===== src/hw/rtl/gbp_pkg.sv =====
`default_nettype none
// ----------------------------------------------------------------------------
// gbp_pkg: shared types and constants of the gshare branch predictor
// Counter codes, total widths and the packing of the stream data words.
// ----------------------------------------------------------------------------
package gbp_pkg;

    // Two-bit saturating counter and its codes.
    typedef logic [1:0] ctr_t;
    localparam ctr_t CTR_STRONG_NOT_TAKEN = 2'd0;
    localparam ctr_t CTR_WEAK_TAKEN       = 2'd2;
    localparam ctr_t CTR_STRONG_TAKEN     = 2'd3;

    // Running totals saturate at their all-ones value.
    localparam int unsigned TOTAL_BITS = 32;
    typedef logic [TOTAL_BITS-1:0] total_t;
    localparam total_t TOTAL_MAX = '1;

    // History length register.
    localparam int unsigned HIST_LEN_BITS = 4;
    typedef logic [HIST_LEN_BITS-1:0] hist_len_t;

    // Width of the reported table index.
    localparam int unsigned OUT_INDEX_BITS = 12;

    // Input item: branch_address, taken.
    localparam int unsigned ADDR_BITS    = 32;
    localparam int unsigned S_TDATA_BITS = 40;

    // Result item: predicted_taken, mispredicted, table_index,
    // predictions_seen, mispredictions_seen.
    localparam int unsigned M_TDATA_BITS = 80;
    localparam int unsigned M_USED_BITS  = 2 + OUT_INDEX_BITS + 2 * TOTAL_BITS;

    // Depth of the queue between front and back.
    localparam int unsigned QUEUE_DEPTH = 2;

endpackage
`default_nettype wire


===== src/hw/rtl/gbp_queue.sv =====
`default_nettype none
// ----------------------------------------------------------------------------
// gbp_queue: short queue between front and back
// Holds classified branches so that each side can stall on its own.
// ----------------------------------------------------------------------------
module gbp_queue #(
    parameter int unsigned WIDTH = 13
) (
    input  wire logic             aclk,
    input  wire logic             aresetn,
    input  wire logic             push,
    input  wire logic [WIDTH-1:0] push_data,
    output logic                  full,
    input  wire logic             pop,
    output logic                  valid,
    output logic [WIDTH-1:0]      pop_data
);

    localparam int unsigned PTR_BITS = $clog2(gbp_pkg::QUEUE_DEPTH);

    logic [WIDTH-1:0]    entry_reg [gbp_pkg::QUEUE_DEPTH];
    logic [PTR_BITS-1:0] wr_ptr_reg;
    logic [PTR_BITS-1:0] rd_ptr_reg;
    logic [PTR_BITS:0]   count_reg;

    assign full     = (count_reg == (PTR_BITS+1)'(gbp_pkg::QUEUE_DEPTH));
    assign valid    = (count_reg != '0);
    assign pop_data = entry_reg[rd_ptr_reg];

    always_ff @(posedge aclk) begin
        if (push) begin
            entry_reg[wr_ptr_reg] <= push_data;
        end
    end

    always_ff @(posedge aclk) begin
        if (!aresetn) begin
            wr_ptr_reg <= '0;
            rd_ptr_reg <= '0;
            count_reg  <= '0;
        end else begin
            if (push) begin
                wr_ptr_reg <= wr_ptr_reg + 1'b1;
            end
            if (pop) begin
                rd_ptr_reg <= rd_ptr_reg + 1'b1;
            end
            if (push && !pop) begin
                count_reg <= count_reg + 1'b1;
            end else if (pop && !push) begin
                count_reg <= count_reg - 1'b1;
            end
        end
    end

endmodule
`default_nettype wire


===== config.mk =====
export PLATFORM = sky130hd
export DESIGN_NAME = gbp_queue
export DESIGN_NICKNAME = d
export VERILOG_FILES = /design/src/hw/rtl/gbp_pkg.sv /design/src/hw/rtl/gbp_queue.sv
export SDC_FILE = /design/constraint.sdc
export NUM_CORES = 1
export LEC_CHECK = 0
export ABC_AREA = 1
export BUFFER_PORTS_ARGS = -buffer_cell sky130_fd_sc_hd__buf_2
export CORE_MARGIN = 10
export CORE_UTILIZATION = 40
export DETAILED_ROUTE_END_ITERATION = 16
export SYNTH_ARGS = -nofsm -noshare
export SYNTH_HDL_FRONTEND = slang
export SYNTH_SLANG_ARGS = --single-unit

===== constraint.sdc =====
create_clock -name aclk -period 1.6 [get_ports aclk]
set_input_delay 0.32 -clock aclk [delete_from_list [all_inputs] [get_ports aclk]]
set_output_delay 0.32 -clock aclk [all_outputs]
set_load 0.02 [all_outputs]

==> results by group, run 1 <==
CTS
  – CTS sink count: 31
  – Later-pin clock latency in the skew report: 0.31 ns
  – CTS tree: yes
  – Num CTS Buffers: 5
  – Clk slew on worst S/H paths: 0.09 ns
  – Max Buffers Root-to-Sink: 2
  – CTS root buf: clkbuf_4
  – Setup Buffers After CTS: 0
  – H-Tree Depth: 2

STA
  – Slew headroom: 86.8%
  – Final setup violating endpoints: 0
  – Crit share post-route: 99.2%
  – Period minus WS final: 1.59 ns
  – Endpoints failing hold: 0
  – Peak Freq: 630 MHz
  – Unrepaired setup endpoints after global routing: yes
  – Worst Tran Pin Value: 0.198 ns
  – Final number of max-transition violations: 0
  – Final setup margin: 0.0126 ns
  – Clock skew: 0.00733 ns

Drt
  – Initial DRC Count: 25
  – Detail Route Antenna Nets: 0
  – Drt wl/cell: 14.0 µm
  – Drt total wl: 2080 µm
  – Drt via density: 4.73
  – DRT Pass-1 Iters: 2
  – Drc violations: 0
  – Via count: 700

Final layout
  – Layout cells sized above 1: 46.2%
  – Area of the multi-input gates: 293 µm²
  – Largest register FFs: 26
  – FF+latch area: 885 µm²
  – Diodes inserted: 0
  – Nets: 134
  – Filler instances: 230
  – P&R area growth vs syn: 32.4%

Logic synthesis
  – Area share of and/or/nand/nor cells after synthesis: 6.24%
  – Cells after synthesis: 75
  – Synth Area in Compound Gates: 0.832%
  – Syn_nets: 93
  – Post-Synth Adder-Cell Area: 1.04%
  – Avg Inst Size Synth: 16.0 µm²
  – Netlist cell types: 13
  – Synth Area in XOR/XNOR: 0%
  – Mux share of post-synthesis cell area: 15.3%
  – Main combinational cell family by area after synthesis: multiplexers
  – Syn. warnings: 0
  – Register area share after synthesis: 73.2%
  – FF+latch count, synth: 31
  – Cell area after synthesis: 1200 µm²

Floorplan
  – I/O Pins: 32
  – Initial core utilization: 42.9%
  – Die width: 74.9 µm
  – Placement Rows: 19
  – Core Region: 2810 µm²
  – Die area: 5600 µm²
  – Die Span Y: 74.9 µm

Job
  – Max Cap Viol: 0

Setup path
  – RR Endpoint: entry_reg[1][3]$_DFFE_PP_
  – R2r worst-path depth: 3
  – Worst Setup Start Kind: flop
  – Critical path fanouts, max: 7
  – Crit path cell chain: buf_12 > mux2_4 > buf_6
  – FF-to-FF setup slack: 0.61 ns
  – Worst Path Arrival: 1.27 ns
  – Slowest Stage Delay on Critical Path: 0.39 ns
  – Crit path kind: flop to output port
  – Critical-path top delay cell: dfxtp_4
  – Worst EP required: 1.28 ns
  – Crit end category: output port
  – Worst reg2reg startpoint: wr_ptr_reg$_SDFFE_PN0P_
  – CP endpoint: pop_data[2]

Pwr
  – Pwr Density: 1030 nW/µm²
  – Total power: 0.00164 W
  – Lkg Pwr: 0.688 nW
  – Max VDD drop: 0.571 mV

Placement
  – Placer congestion estimate: 0.632
  – Post-placement setup slack: 0.270 ns
  – Hpwl dp: 1460 µm
  – Port buffer count: 31

Hold path
  – Hold Crit Depth: 1
  – Type of the worst min-delay path: primary input to flop

Outcome
  – Status: completed

Global routing
  – Initial antenna violation count: 0
  – Remaining global-route overflow: 0
  – Largest net degree at the start of global routing: 14
  – GRT Util Overall: 8.03%
  – Number of global-route vias before repair: 721
  – Global-route wire length before repair: 3250 µm
## worst max-delay path, delay by kind of cell, from the launching register on
kind / cells / cell delay, ns
muxes: 1 / 0.30
buffers and inverters: 2 / 0.26
DFF: 1 / 0.39
## stage by stage
stage                     util, %  cells  TNS (ns)  hold slack [ns]  instance area, µm²
after floorplan                 -     75         0            0.419                1200
after detailed placement     50.7    139         0            0.495                1420
final                        56.8    148         0            0.186                1590
after global placement       50.7    139         0            0.476                1420
after global routing         56.8    148    -0.569            0.161                1590
after CTS                    56.8    148   -0.0730            0.171                1590
## where the power goes
| part | switching (W) | total [W] | leakage (nW) | internal [W] |
|---|---|---|---|---|
| clock network | 0.000230 | 0.000405 | 0.0265 | 0.000175 |
| registers | 0.0000178 | 0.000943 | 0.286 | 0.000925 |
| logic | 0.000139 | 0.000294 | 0.376 | 0.000154 |
| total | 0.000387 | 0.00164 | 0.688 | 0.00125 |
## layout by cell type, fill, tap and decap left out, types with 3 or more instances in the layout
master     n
buf_6     13
dfxtp_1    4
nor2_1     8
clkbuf_1   3
inv_1      8
buf_2     18
clkbuf_4   5
nand2_1    9
edfxtp_1  26
mux2_4    13
## cells by family (layout without fill, tap and decap cells)
group	Yosys count	after routing
muxes	13	13
AOI/OAI and AO/OA	2	2
buffers and inverters	9	51
DFF	31	31
adders and majority gates	1	1
and+or+nand+nor	19	19
## area by class of cell
class | instances | area share [%]
timing repair buffer | 35 | 18.8
tap | 31 | 2.43
clock buffer | 8 | 3.06
inverter | 8 | 1.88
sequential | 31 | 55.5
multi-input combinational | 35 | 18.4
## cell usage after synthesis
| library cell | instances | share of area [%] |
|---|---|---|
| nand4_1 | 1 | 0.52 |
| nand3_1 | 1 | 0.42 |
| nand2_1 | 9 | 2.8 |
| edfxtp_1 | 26 | 65 |
| buf_6 | 1 | 0.94 |
| inv_1 | 8 | 2.5 |
| mux2_4 | 10 | 12 |
| dfxtp_1 | 5 | 8.3 |
| nor2_1 | 8 | 2.5 |
| mux2_2 | 3 | 2.8 |
| ha_1 | 1 | 1.0 |
| o21ai_0 | 1 | 0.42 |
| a21oi_1 | 1 | 0.42 |
## worst min-delay path by stage
stage                                 start                   endpoint  slack, ns
floorplan                      push_data[0]  entry_reg[0][0]$_DFFE_PP_       0.42
detailed placement  rd_ptr_reg$_SDFFE_PN0P_    rd_ptr_reg$_SDFFE_PN0P_       0.49
finish                         push_data[4]  entry_reg[0][4]$_DFFE_PP_       0.19
CTS                            push_data[0]  entry_reg[0][0]$_DFFE_PP_       0.17
global route                   push_data[4]  entry_reg[0][4]$_DFFE_PP_       0.16
global placement    rd_ptr_reg$_SDFFE_PN0P_    rd_ptr_reg$_SDFFE_PN0P_       0.48
## repair_timing
| item | in CTS | in global routing |
|---|---|---|
| hold buffers | 0 | 0 |
| endpoints found under the setup margin | 13 | 13 |
| resized for setup | 32 | 0 |
| gates cloned | 1 | 0 |
## per-layer routing
metal  global-route usage [%]  vias to the layer above  routed length, µm
met5                        0                        -                  0
met4                     6.30                        0                 42
met3                     3.68                        7                164
met2                     12.8                       22               1050
met1                     8.06                      323                819
li1                         -                      348                  -
No activity file was read; power rests on OpenSTA's default activity.
==> inputs of run 2 (changes only) <==
CORE_ASPECT_RATIO = 0.8   (was unset)
clock period = 1.5 ns   (was 1.6 ns; I/O delays follow)
==> run 2 against run 1 <==
Compared with the run above:
- the run now ends with setup timing left
- die area grew 0.25%
- largest power group unchanged
- clock power grew 62%
- register-to-register slack lost 0.14 ns
- count of clock-buffer cells in the layout shrank 1
- utilization grew 1.2 points
- cell count grew 5.4%
- first-iteration DRC count grew 4.0%
- sequential share of layout area shrank 1.8 points
- global-route usage grew 0.087 points
- highest routed layer unchanged
- sequential power grew 7%
==> results by group, run 2 (synthesis gave the netlist of run 1 again) <==
Global routing
  – GRT Util Overall: 8.12% (was 8.03%)
  – Remaining global-route overflow: 0 (unchanged)
  – Initial antenna violation count: 0 (unchanged)
  – Number of global-route vias before repair: 712 (was 721)
  – Global-route wire length before repair: 3510 µm (was 3250 µm)
  – Largest net degree at the start of global routing: 11 (was 14)

Floorplan
  – Placement Rows: 17 (was 19)
  – Die area: 5620 µm² (was 5600 µm²)
  – Die Span Y: 69.1 µm (was 74.9 µm)
  – Die width: 81.3 µm (was 74.9 µm)
  – Core Region: 2830 µm² (was 2810 µm²)
  – I/O Pins: 32 (unchanged)
  – Initial core utilization: 42.5% (was 42.9%)

Drt
  – Via count: 698 (was 700)
  – Drt via density: 4.47 (was 4.73)
  – Detail Route Antenna Nets: 0 (unchanged)
  – DRT Pass-1 Iters: 4 (was 2)
  – Drt wl/cell: 14.1 µm (was 14.0 µm)
  – Drt total wl: 2200 µm (was 2080 µm)
  – Drc violations: 0 (unchanged)
  – Initial DRC Count: 26 (was 25)

Placement
  – Post-placement setup slack: 0.208 ns (was 0.270 ns)
  – Port buffer count: 31 (unchanged)
  – Placer congestion estimate: 0.652 (was 0.632)
  – Cells after DPL: 148 (was 139)

Setup path
  – Critical path fanouts, max: 8 (was 7)
  – R2r worst-path depth: 3 (unchanged)
  – Worst reg2reg startpoint: wr_ptr_reg$_SDFFE_PN0P_ (unchanged)
  – Worst Path Arrival: 1.22 ns (was 1.27 ns)
  – Worst Setup Start Kind: flop (unchanged)
  – RR Endpoint: entry_reg[1][12]$_DFFE_PP_ (was entry_reg[1][3]$_DFFE_PP_)
  – Crit end category: output port (unchanged)
  – FF-to-FF setup slack: 0.47 ns (was 0.61 ns)
  – Crit path kind: flop to output port (unchanged)
  – Worst EP required: 1.20 ns (was 1.28 ns)

Outcome
  – Status: finished, violations left (was completed)
  – Failing checks: setup timing

STA
  – Slew headroom: 86.4% (was 86.8%)
  – Peak Freq: 659 MHz
  – Clock skew: 0.00567 ns (was 0.00733 ns)
  – Worst Tran Pin Value: 0.203 ns (was 0.198 ns)
  – Unrepaired setup endpoints after global routing: yes (unchanged)
  – Final number of max-transition violations: 0 (unchanged)
  – Period minus WS final: 1.52 ns
  – Final setup violating endpoints: 10 (was 0)
  – Endpoints failing hold: 0 (unchanged)
  – Final setup margin: -0.0167 ns (was 0.0126 ns)
  – Crit share post-route: 101%

Final layout
  – Post-Layout Cell Count: 156 (was 148)
  – Layout cells sized above 1: 48.3% (was 46.2%)
  – Post-layout util: 58.0% (was 56.8%)
  – P&R area growth vs syn: 36.4% (was 32.4%)
  – Most frequent cells in the layout: 26 x edfxtp_1, 18 x buf_2, 14 x buf_6 (was 26 x edfxtp_1, 18 x buf_2, 13 x mux2_4, 13 x buf_6, 9 x nand2_1)
  – Nets: 135 (was 134)
  – Diodes inserted: 0 (unchanged)
  – Commonest non-fill, non-tap cell in the layout: edfxtp_1 (unchanged)
  – Largest register FFs: 26 (unchanged)

CTS
  – CTS root buf: clkbuf_8 (was clkbuf_4)
  – H-Tree Depth: 2 (unchanged)
  – Num CTS Buffers: 5 (unchanged)
  – CTS tree: yes (unchanged)
  – CTS sink count: 31 (unchanged)
  – Later-pin clock latency in the skew report: 0.27 ns (was 0.31 ns)
  – Max Buffers Root-to-Sink: 2 (unchanged)
  – Cts hold-fix bufs: 0 (unchanged)
  – Clk slew on worst S/H paths: 0.07 ns (was 0.09 ns)

Hold path
  – Hold Crit Depth: 1 (unchanged)
  – Type of the worst min-delay path: primary input to flop (unchanged)
  – Hold EP: entry_reg[0][0]$_DFFE_PP_ (was entry_reg[0][4]$_DFFE_PP_)
  – Min-delay src: push_data[0] (was push_data[4])

Pwr
  – Pwr Density: 1200 nW/µm² (was 1030 nW/µm²)
  – Lkg Pwr: 0.710 nW (was 0.688 nW)
  – Max VDD drop: 0.782 mV (was 0.571 mV)

Job
  – Max Cap Viol: 0 (unchanged)
## run 2: cell count changes in the layout (fill, tap and decap cells not counted)
cell	change
clkbuf_8	+6
dfxtp_4	-1
clkbuf_1	-2
clkinv_2	+1
buf_8	+1
clkbuf_4	-5
buf_16	-1
dfxtp_2	+1
buf_6	+1
## run 2: area by class of cell
class	count	area [µm²]
repair buffers	36	298
fillers	231	1190
multi-input cells	35	293
well taps	38	47.5
clock inverters	1	5.00
inverters	8	30.0
clock buffers	7	86.3
flip-flops and latches	31	882
## run 2: report_power, final
group	internal, W	switching [W]	leakage [nW]
logic	0.000162	0.000152	0.376
registers	0.000989	0.0000169	0.286
clock network	0.000369	0.000288	0.0482
total	0.00152	0.000458	0.710
## run 2: per-layer routing
| metal | track usage [%] | wire, µm | up-vias |
|---|---|---|---|
| li1 | - | - | 347 |
| met1 | 10.2 | 953 | 318 |
| met3 | 4.39 | 223 | 2 |
| met5 | 0 | 0 | - |
| met2 | 11.1 | 1010 | 31 |
| met4 | 3.43 | 10 | 0 |
## run 2: how the worst max path moves through the flow
stage,from,endpoint,slack [ns],cells after the start
5_1_grt,flop,pop_data[8],-0.06,3
2_1_floorplan,push,entry_reg[0][0]$_DFFE_PP_,0.22,2
3_3_place_gp,flop,pop_data[5],0.22,3
4_1_cts,flop,pop_data[8],-0.03,3
3_5_place_dp,flop,pop_data[5],0.21,3
6_report,flop,pop_data[8],-0.02,3
## run 2: worst max-delay path, cell delays in order (launching register included)
cell	delay, ns
dfxtp_2	0.35
buf_8	0.15
mux2_4	0.31
buf_6	0.13
## run 2: per-stage QoR
step | power, W | area (µm²) | hold slack [ns] | TNS [ns]
floorplan | 0.00119 | 1200 | 0.399 | 0
global placement | 0.00128 | 1450 | 0.477 | 0
detailed placement | 0.00129 | 1450 | 0.492 | 0
CTS | 0.00200 | 1640 | 0.200 | -0.259
global route | 0.00206 | 1640 | 0.202 | -0.679
finish | 0.00198 | 1640 | 0.210 | -0.0972
## run 2: timing repair
| item | 4_1_cts | 5_1_grt |
|---|---|---|
| setup buffers | 0 | 0 |
| setup endpoints to repair | 13 | 13 |
| resized for setup | 33 | 0 |
