### src/hw/rtl/gbp_pkg.sv
`default_nettype none
// ----------------------------------------------------------------------------
// gbp_pkg: shared types and constants of the gshare branch predictor
// Counter codes, total widths and the packing of the stream data words.
// ----------------------------------------------------------------------------
package gbp_pkg;

    // Two-bit saturating counter and its codes.
    typedef logic [1:0] ctr_t;
    localparam ctr_t CTR_STRONG_NOT_TAKEN = 2'd0;
    localparam ctr_t CTR_WEAK_TAKEN       = 2'd2;
    localparam ctr_t CTR_STRONG_TAKEN     = 2'd3;

    // Running totals saturate at their all-ones value.
    localparam int unsigned TOTAL_BITS = 32;
    typedef logic [TOTAL_BITS-1:0] total_t;
    localparam total_t TOTAL_MAX = '1;

    // History length register.
    localparam int unsigned HIST_LEN_BITS = 4;
    typedef logic [HIST_LEN_BITS-1:0] hist_len_t;

    // Width of the reported table index.
    localparam int unsigned OUT_INDEX_BITS = 12;

    // Input item: branch_address, taken.
    localparam int unsigned ADDR_BITS    = 32;
    localparam int unsigned S_TDATA_BITS = 40;

    // Result item: predicted_taken, mispredicted, table_index,
    // predictions_seen, mispredictions_seen.
    localparam int unsigned M_TDATA_BITS = 80;
    localparam int unsigned M_USED_BITS  = 2 + OUT_INDEX_BITS + 2 * TOTAL_BITS;

    // Depth of the queue between front and back.
    localparam int unsigned QUEUE_DEPTH = 2;

endpackage
`default_nettype wire

### src/hw/rtl/gbp_front.sv
`default_nettype none
// ----------------------------------------------------------------------------
// gbp_front: index formation and global history
// Accepts branches, forms the counter table index and updates the history.
// ----------------------------------------------------------------------------
module gbp_front #(
    parameter int unsigned INDEX_BITS = 12
) (
    input  wire logic                                aclk,
    input  wire logic                                aresetn,
    input  wire logic                                cfg_valid,
    output logic                                     cfg_ready,
    input  wire logic [gbp_pkg::HIST_LEN_BITS-1:0]   cfg_data,
    input  wire logic                                s_tvalid,
    output logic                                     s_tready,
    input  wire logic [gbp_pkg::S_TDATA_BITS-1:0]    s_tdata,
    input  wire logic                                table_ready,
    input  wire logic                                q_full,
    output logic                                     q_push,
    output logic [INDEX_BITS:0]                      q_data
);

    localparam int unsigned SHIFT_BITS = $clog2(INDEX_BITS + 1);

    gbp_pkg::hist_len_t     hist_len_reg;
    logic [INDEX_BITS-1:0]  hist_reg;
    logic [INDEX_BITS-1:0]  hist_next;
    gbp_pkg::hist_len_t     eff_len;
    logic [INDEX_BITS-1:0]  hmask;
    logic [INDEX_BITS-1:0]  top_bit;
    logic [INDEX_BITS-1:0]  hist_m;
    logic [INDEX_BITS-1:0]  base;
    logic [INDEX_BITS-1:0]  idx;
    logic [SHIFT_BITS-1:0]  low_bits;
    logic                   taken;
    logic                   accept;

    assign cfg_ready = 1'b1;
    assign taken     = s_tdata[gbp_pkg::ADDR_BITS];
    assign base      = s_tdata[INDEX_BITS+1:2];
    assign s_tready  = table_ready && !q_full;
    assign accept    = s_tvalid && s_tready;

    // A history length above the index width is clamped to it.
    always_comb begin
        if (32'(hist_len_reg) > INDEX_BITS) begin
            eff_len = gbp_pkg::HIST_LEN_BITS'(INDEX_BITS);
        end else begin
            eff_len = hist_len_reg;
        end
    end

    always_comb begin
        for (int i = 0; i < INDEX_BITS; i++) begin
            hmask[i]   = (i < 32'(eff_len));
            top_bit[i] = (i + 1 == 32'(eff_len));
        end
    end

    // The masked history is folded into the top eff_len bits of the index.
    assign hist_m    = hist_reg & hmask;
    assign low_bits  = SHIFT_BITS'(INDEX_BITS) - SHIFT_BITS'(eff_len);
    assign idx       = base ^ (hist_m << low_bits);
    assign hist_next = (hist_m >> 1) | (taken ? top_bit : '0);

    assign q_push = accept;
    assign q_data = {taken, idx};

    always_ff @(posedge aclk) begin
        if (!aresetn) begin
            hist_len_reg <= '0;
            hist_reg     <= '0;
        end else begin
            if (cfg_valid && cfg_ready) begin
                hist_len_reg <= cfg_data;
            end
            if (accept && (eff_len != '0)) begin
                hist_reg <= hist_next;
            end
        end
    end

endmodule
`default_nettype wire

### config.mk
export PLATFORM = sky130hd
export DESIGN_NAME = gbp_front
export DESIGN_NICKNAME = d
export VERILOG_FILES = /design/src/hw/rtl/gbp_pkg.sv /design/src/hw/rtl/gbp_front.sv
export SDC_FILE = /design/constraint.sdc
export NUM_CORES = 1
export LEC_CHECK = 0
export ABC_AREA = 0
export ABC_CLOCK_PERIOD_IN_PS = 4000
export BUFFER_PORTS_ARGS = -buffer_cell sky130_fd_sc_hd__buf_2
export CAP_MARGIN = 40
export CORE_ASPECT_RATIO = 2
export CORE_MARGIN = 2
export CORE_UTILIZATION = 40
export DETAILED_ROUTE_END_ITERATION = 12
export PLACE_DENSITY = 0.71
export SLEW_MARGIN = 0
export SYNTH_ARGS = -nofsm -noshare
export SYNTH_HDL_FRONTEND = slang
export SYNTH_SLANG_ARGS = --single-unit
### constraint.sdc
create_clock -name aclk -period 4 [get_ports aclk]
set_input_delay 0.4 -clock aclk [delete_from_list [all_inputs] [get_ports aclk]]
set_output_delay 0.4 -clock aclk [all_outputs]
set_load 0.1 [all_outputs]
==> out/metrics.cfg, run 1 <==
[run_status]
status = finished, final reports clean

[floorplanning]
die_area_um2 = 5100
die_w_um = 51.5
die_h_um = 99.0
initial_core_util = 0.416
rows = 34
coreArea_um2 = 4340
pin_count = 66

[routing]
wl_per_cell_um = 15.2
routed_wl_mm = 4.87
ant_nets = 0
drc = 0
drtIter0Drc = 82
vias = 1873
via_per_inst = 5.85
first_pass_iters = 4

[power_and_ir_drop]
switching_power_mw = 0.273
power_mw = 0.637
leakage_nw = 0.912
vdd_drop_max_mv = 0.225
p_sw_frac = 0.429
p_int_mw = 0.364
seqPwrFrac = 0.269
powerDensity_nw_per_um2 = 282
p_clk_frac = 0.225
p_comb_frac = 0.507

[layout]
largest_reg_flops = 12
final_cell_mix = 26 x nand2_1, 26 x buf_2, 16 x dfxtp_1, 15 x nand3_1, 13 x o21ai_0
area_growth_pct = 25.0
diodes = 0
layout.nets = 318
drive_above_1_share = 0.267
fin_area_um2 = 2260

[cts]
cts_resized = 0
clk_pin_slew_ps = 60
clk_latency_ps = 250
cts_tree = done
cts.sinks = 16
cts-buffers-inserted = 3
cts_hold_buf = 0
root_buffer = clkbuf_8
cts_setup_buffers = 0
max-clock-path-buffers = 2
cts_max_level = 1

[synth]
syn-num-nets = 292
ys_ff_latch = 16
synth_edf_count = 0
yosys_warnings = 0
async_flop_share = 0
synth_top_flop_cell = dfxtp_1
seq_area_frac_synth = 0.177
synthCells = 241
post-synth-top-area-cell = dfxtp_1
synthTopCellsByArea = dfxtp_1 18%, nand2_1 5.4%, nand3_1 4.2%
synth_top_area_frac = 0.177
syn_area_um2 = 1810
synth_cell_types = 62
syn_avg_cell_area_um2 = 7.49

[timing]
min_period_over_period = 0.856
max_slew.worst_pin.slew_ps = 595
finalHoldViolCount = 0
setup_tns_ps = 0
setup_ws_ps = 577
fin_skew_ps = 2.35
period_needed_ps = 3420
rsz0062_at_grt = false
fmax_mhz = 292
finalSetupViolCount = 0
slew_headroom = 0.604
maxSlewViolCount = 0

[global_routing]
antenna_found_initial = 0
grt_max_degree = 39
grt_overflow = 0
grtUsageTotal = 0.204
grt_pass1_wl_mm = 8.17
grt_pass1_vias = 1804

[worst_setup_path]
cp_slowest_stage_delay_ps = 500
slowest_stage = ha_1
end_kind = output port
cp_max_fo = 11
critical_path_class = flop to output port
crit_chain = a21boi_4 -> inv_1 -> ha_1 -> clkinv_1 -> a211oi_1 -> a311oi_1 -> o31ai_1 -> xor2_2 -> buf_12
worst_setup_path_start_kind = flop
cp.required_ps = 3600
worstPathArrival_ps = 3020

[place]
dpl_cell_area_um2 = 2200
gp_congestion = 0.955
portBuffers = 37
place_ws_ps = 860
dp_hpwl_mm = 3.74

[job]
cap_violations = 0

[worst_hold_path]
min_path_type = input pin to flop

==> layout make-up <==
class / instances / area, um^2
fillers: 444 / 2080
multi-input cells: 193 / 1380
clock buffers: 4 / 55.1
inverters: 9 / 33.8
repair buffers: 44 / 403
flip-flops and latches: 16 / 320
well taps: 54 / 67.6
==> cells in the mapped netlist (8+ instances only) <==
master	count
a21oi_1	11
and2_1	8
o21ai_0	13
dfxtp_1	16
nand2_1	26
inv_1	8
nand4_1	8
nand3_1	15
nor2_1	10
buf_2	8
xor2_1	8
==> path summary, 6_finish.rpt <==
check / from / to / slack [ps] / cells after the start
worst max-delay path: hist_len_reg[2] / q_data[8] / 580 / 9
worst min-delay path: cfg_data[1] / hist_len_reg[1] / 420 / 3
worst max register to register: hist_len_reg[2] / hist_reg[0] / 1500 / 8
worst min register to register: hist_reg[11] / hist_reg[11] / 490 / 2
==> critical path: cells and delay by family, from the launching register on <==
family | cells | cell delay [ps]
AOI/OAI and AO/OA | 4 | 1050
xor gates and xnor gates | 1 | 210
adders and majority gates | 1 | 500
buffers and inverters | 3 | 650
DFF | 1 | 360
==> power groups by stage <==
stage	registers (mW)	logic, mW	clock network [mW]
6_report	0.171	0.323	0.143
5_1_grt	0.172	0.341	0.152
4_1_cts	0.171	0.322	0.147
3_5_place_dp	0.175	0.321	0
3_3_place_gp	0.175	0.318	0
2_1_floorplan	0.173	0.234	0
==> cells by family after synthesis <==
kind of cell    count (synthesis)  share of synthesized area
simple gates                   98                      0.292
xor+xnor                       15                     0.0769
flops                          16                      0.177
buf+inv                        32                      0.101
mux                             9                     0.0534
compound gates                 69                      0.290
other cells                     1                    0.00208
fa+ha+maj                       1                    0.00693
==> per-stage QoR <==
stage          utilization  hold slack (ps)  instances
6_report             0.520              416        320
3_5_place_dp         0.507              483        316
2_1_floorplan            -              455        241
4_1_cts              0.520              412        320
5_1_grt              0.520              463        320
3_3_place_gp         0.507              473        316
==> layer usage <==
| layer | up-vias | GRT usage | wire length [um] |
|---|---|---|---|
| li1 | 918 | - | - |
| met1 | 874 | 0.210 | 1740 |
| met2 | 64 | 0.378 | 2720 |
| met3 | 17 | 0.0136 | 168 |
| met4 | 0 | 0.126 | 238 |
| met5 | - | 0 | 0 |
No activity file was read; power rests on OpenSTA's default activity.
==> inputs of run 2 (changes only) <==
--- a/config.mk
+++ b/config.mk
@@ -6,14 +6,15 @@
 export NUM_CORES = 1
 export LEC_CHECK = 0
 export ABC_AREA = 0
-export ABC_CLOCK_PERIOD_IN_PS = 4000
+export ABC_CLOCK_PERIOD_IN_PS = 2790
 export BUFFER_PORTS_ARGS = -buffer_cell sky130_fd_sc_hd__buf_2
 export CAP_MARGIN = 40
 export CORE_ASPECT_RATIO = 2
 export CORE_MARGIN = 2
 export CORE_UTILIZATION = 40
 export DETAILED_ROUTE_END_ITERATION = 12
-export PLACE_DENSITY = 0.71
+export PLACE_DENSITY = 0.73
+export RECOVER_POWER = 100
 export SLEW_MARGIN = 0
 export SYNTH_ARGS = -nofsm -noshare
 export SYNTH_HDL_FRONTEND = slang
==> constraint.sdc (replaced) <==
create_clock -name aclk -period 2.79 [get_ports aclk]
set_input_delay 0.837 -clock aclk [delete_from_list [all_inputs] [get_ports aclk]]
set_output_delay 0.837 -clock aclk [all_outputs]
set_load 0.1 [all_outputs]
==> run 2 against run 1 <==
  * The flow now finishes with violations (setup timing)
  * Final cell count grew 13%
  * Final area rose by 31%
  * Clock-buffer cell count is the same
  * Via count increased by 10%
  * Clock power up 40%
  * Global-route usage increased by 4.1 points
  * Setup slack got worse by 1100 ps
  * Non-clock buffer count up 40
  * Largest cell class unchanged
  * Core utilization rose by 16 points
  * Sequential power rose by 44%
  * Wire length is 18% higher
==> out/metrics.cfg, run 2 (same netlist as run 1, synthesis figures left out) <==
[run_status]
status = complete, but fails checks
violations = setup timing

[cts]
root_buffer = clkbuf_8
cts.sinks = 16
cts_max_level = 1
clk_latency_ps = 250
clk_pin_slew_ps = 60
cts_tree = done
max-clock-path-buffers = 2
cts-buffers-inserted = 3

[layout]
diodes = 0
drive_above_1_share = 0.467
fin_area_um2 = 2970
layout_commonest_cell = buf_4
largest_reg_flops = 12
area_growth_pct = 64.2
layout.nets = 358
final_cell_mix = 41 x buf_4, 25 x nand2_1, 23 x buf_2

[power_and_ir_drop]
p_clk_frac = 0.188
switching_power_mw = 0.449
leakage_nw = 1.19
powerDensity_nw_per_um2 = 359
seqPwrFrac = 0.230
p_sw_frac = 0.421
vdd_drop_max_mv = 0.311
p_comb_frac = 0.582
p_int_mw = 0.617

[floorplanning]
die_area_um2 = 5100
coreArea_um2 = 4340
rows = 34
die_h_um = 99.0
pin_count = 66
die_w_um = 51.5
initial_core_util = 0.416

[worst_setup_path]
worstPathArrival_ps = 2480
cp.required_ps = 1950
end_kind = output port
reg2reg_from = hist_len_reg[3]
cp_max_fo = 6
critical_path_class = flop to output port
worst_setup_path_start_kind = flop
crit_path_start = hist_len_reg[3]

[routing]
vias = 2067
wl_per_cell_um = 15.9
top_layer_used = met4
routed_wl_mm = 5.73
via_per_inst = 5.74
first_pass_iters = 4
drc = 0
met3_wirelength_um = 249
ant_nets = 0
drtIter0Drc = 49
wl_met2_mm = 3.31
wl_met1_mm = 1.87

[place]
gp_congestion = 0.973
dpl_cell_area_um2 = 2700
portBuffers = 37
dp_hpwl_mm = 4.34

[timing]
setup_ws_ps = -524
setup_tns_ps = -5280
fmax_mhz = 302
period_needed_ps = 3310
finalSetupViolCount = 12
finalHoldViolCount = 0
min_period_over_period = 1.19
rsz0062_at_grt = true
maxSlewViolCount = 0
fin_skew_ps = 3.08

[global_routing]
grt_pass1_vias = 2198
grt_pass1_wl_mm = 9.79
antenna_found_initial = 0
grt_overflow = 0
grt_max_degree = 31
grtUsageTotal = 0.245

[worst_hold_path]
min_path_type = flop to flop
min_from = hist_reg[11]

[job]
cap_violations = 0

[run 2: cell types whose count changed in the layout (fill, tap and decap cells not counted), sizes merged]
| cell | previous run | this run |
|---|---|---|
| clkbuf | 4 | 5 |
| buf | 44 | 83 |
[run 2: worst paths after layout]
check	cells after the start	slack, ps	to
worst min-delay path	2	500	hist_reg[11]
worst min register to register	2	500	hist_reg[11]
worst max register to register	11	380	hist_reg[1]
worst max-delay path	12	-520	q_data[11]
[run 2: critical path, stage by stage (launching register included)]
cell,delay [ps]
dfxtp_4,380
nand2_1,70
nand2_2,70
ha_4,180
buf_6,130
nor2b_4,170
and2_4,180
o21ai_4,60
mux2_4,320
a211oi_2,190
buf_4,160
xnor2_4,120
buf_12,190
[run 2: timing repair]
action / CTS / global route
setup endpoints to repair: 12 / 12
setup buffers: 5 / 1
pin swaps: 24 / 8
hold buffers: 0 / 0
gates resized for setup: 36 / 2
[run 2: power by group through the flow]
stage          Combinational, mW  Clock, mW  Sequential (mW)
6_report                   0.620      0.200            0.246
4_1_cts                    0.614      0.209            0.245
5_1_grt                    0.652      0.219            0.247
2_1_floorplan              0.374          0            0.249
3_5_place_dp               0.565          0            0.251
3_3_place_gp               0.556          0            0.250
[run 2: final cells by class]
type | count | area, um^2
multi-input combinational | 193 | 1720
fill | 345 | 1370
timing repair buffer | 84 | 754
sequential | 16 | 329
tap | 54 | 67.6
clock buffer | 4 | 55.1
inverter | 9 | 35.0
[run 2: stage by stage]
stage               setup WS [ps]  power, mW  hold WS [ps]  instances   util
global placement             -407      0.806           488        350  0.623
floorplan                    -900      0.623           455        241      -
global route                 -616       1.12           540        360  0.683
finish                       -524       1.07           496        360  0.683
detailed placement           -434      0.816           489        350  0.623
CTS                          -497       1.07           499        359  0.679
[run 2: per-layer routing]
layer,global-route usage,vias up
li1,-,991
met1,0.235,976
met2,0.465,80
met3,0.0182,20
met4,0.164,0
met5,0,-
==> inputs of run 3 (changes only) <==
--- a/config.mk
+++ b/config.mk
@@ -13,7 +13,7 @@
 export CORE_MARGIN = 2
 export CORE_UTILIZATION = 40
 export DETAILED_ROUTE_END_ITERATION = 12
-export PLACE_DENSITY = 0.73
+export PLACE_DENSITY = 0.68
 export RECOVER_POWER = 100
 export SLEW_MARGIN = 0
 export SYNTH_ARGS = -nofsm -noshare
==> run 3 against run 2 <==
  * The run still ends with setup timing left
  * Clock power increased by 5%
  * Register-to-register slack improved by 90 ps
  * Core utilization increased by 3.7 points
  * Final cell count increased by 0.56%
  * Non-clock buffer count increased by 2
  * Hold slack improved by 17 ps
  * Flip-flop and latch count unchanged
  * Power increased by 6.3%
  * Global-route usage increased by 2.0 points
  * Clock skew decreased by 1.3 ps
  * Clock-buffer cell count unchanged
  * Wire length increased by 14%
  * Largest cell class unchanged
==> out/metrics.cfg, run 3 (same netlist as run 1, synthesis figures left out) <==
[run_status]
status = complete, but fails checks
violations = setup timing

[cts]
max-clock-path-buffers = 2
clk_pin_slew_ps = 70
cts_max_level = 1
cts_tree = done
cts_hold_buf = 0
root_buffer = clkbuf_8
cts.sinks = 16
cts-buffers-inserted = 3
clk_latency_ps = 250

[place]
portBuffers = 37
dp_hpwl_mm = 4.25
gp_congestion = 0.888
dp.cells = 348
place_ws_ps = -394

[layout]
multi_input_area_um2 = 1840
diodes = 0
seq_area_um2 = 329
largest_reg_flops = 12
drive_above_1_share = 0.516
area_growth_pct = 73.3
layout.nets = 360
finish.utilization = 0.721
layout_commonest_cell = buf_4
final_cell_mix = 38 x buf_4, 23 x buf_2, 22 x nand2_1
num-fill-cells = 336
fin_cells = 362

[routing]
via_per_inst = 6.04
drc = 0
drtIter0Drc = 95
wl_per_cell_um = 18.1
first_pass_iters = 4
vias = 2187
ant_nets = 0
routed_wl_mm = 6.54

[timing]
setup_ws_ps = -497
hold_slack_ps = 513
rsz0062_at_grt = true
finalSetupViolCount = 12
min_period_over_period = 1.18
fmax_mhz = 304
maxSlewViolCount = 0
fin_skew_ps = 1.77
finalHoldViolCount = 0
period_needed_ps = 3290
setup_tns_ps = -4490

[power_and_ir_drop]
vdd_drop_max_mv = 0.353
leakage_nw = 1.23
powerDensity_nw_per_um2 = 362

[worst_setup_path]
reg2reg_depth = 10
reg2reg_from = hist_len_reg[2]
critical_path_class = flop to output port
slowest_stage = dfxtp_4
cp_common_cell = nand4_1
worst_setup_path_start_kind = flop
r2r_slack_ps = 470
end_kind = output port
cp.required_ps = 1950
path_delay_family = buffers and inverters
worstPathArrival_ps = 2450
timing.rr.end = hist_reg[0]
cp_slowest_stage_delay_ps = 370
crit_chain = a21boi_4 -> inv_2 -> ha_4 -> buf_8 -> buf_4 -> a21oi_1 -> o21ai_0 -> nand4_1 -> nand4_1 -> xor2_4 -> buf_12
cp_max_fo = 9
worst-path-buf-inv = 4

[global_routing]
antenna_found_initial = 0
grtUsageTotal = 0.265
top_usage_layer = met2
grt_util_met1 = 0.265
grt_max_degree = 31
grt_pass1_wl_mm = 10.3
use_met2 = 0.499
grt_pass1_vias = 2146
grt_use_met3 = 0.0182
grt_overflow = 0

[floorplanning]
die_w_um = 51.5
initial_core_util = 0.416
coreArea_um2 = 4340
die_h_um = 99.0
die_area_um2 = 5100
pin_count = 66
rows = 34

[worst_hold_path]
min_path_type = flop to flop
holdPathEnd = hist_reg[11]
min_from = hist_reg[11]
whs_path_depth = 2

[job]
cap_violations = 0

[run 3: cell types whose count changed in the layout (fill, tap and decap cells not counted), sizes merged]
cell  change
buf       +2
[run 3: area by class of cell]
cell class                 count  share of cell area
timing repair buffer          86               0.256
tap                           54              0.0216
sequential                    16               0.105
multi-input combinational    193               0.589
inverter                       9              0.0112
clock buffer                   4              0.0176
[run 3: worst min-delay path, delay by kind of cell (launching register included)]
family             cells  cell delay, ps
DFF                    1             340
and+or+nand+nor        1              60
AOI/OAI and AO/OA      1              60
[run 3: per-layer routing]
metal	vias up	wire, um
met5	-	0
met4	0	434
met3	33	212
met2	83	3750
met1	1073	2150
li1	998	-
[run 3: where the power goes]
group | internal [mW] | switching, mW
sequential | 0.236 | 0.0101
combinational | 0.281 | 0.397
clock | 0.125 | 0.0836
[run 3: worst max path at each step]
| stage | from | end | cells past startpoint |
|---|---|---|---|
| 6_report | hist_len_reg[2] | q_data[10] | 11 |
| 2_1_floorplan | hist_len_reg[2] | q_data[6] | 14 |
| 3_5_place_dp | hist_len_reg[3] | q_data[8] | 10 |
| 3_3_place_gp | hist_len_reg[3] | q_data[11] | 11 |
| 4_1_cts | hist_len_reg[3] | q_data[9] | 9 |
| 5_1_grt | hist_len_reg[2] | q_data[10] | 11 |
[run 3: repair_timing]
item / in CTS / in global routing
endpoints found under the hold margin: 0 / 0
gates cloned: 0 / 0
resized for setup: 55 / 13
setup endpoints to repair: 12 / 12
pin swaps: 25 / 26
setup buffers: 11 / 0
[run 3: per-stage QoR]
stage	instance area (um^2)	power, mW
after floorplan	2130	0.623
final	3130	1.13
after CTS	3070	1.10
after global routing	3130	1.18
after global placement	2690	0.799
after detailed placement	2690	0.807
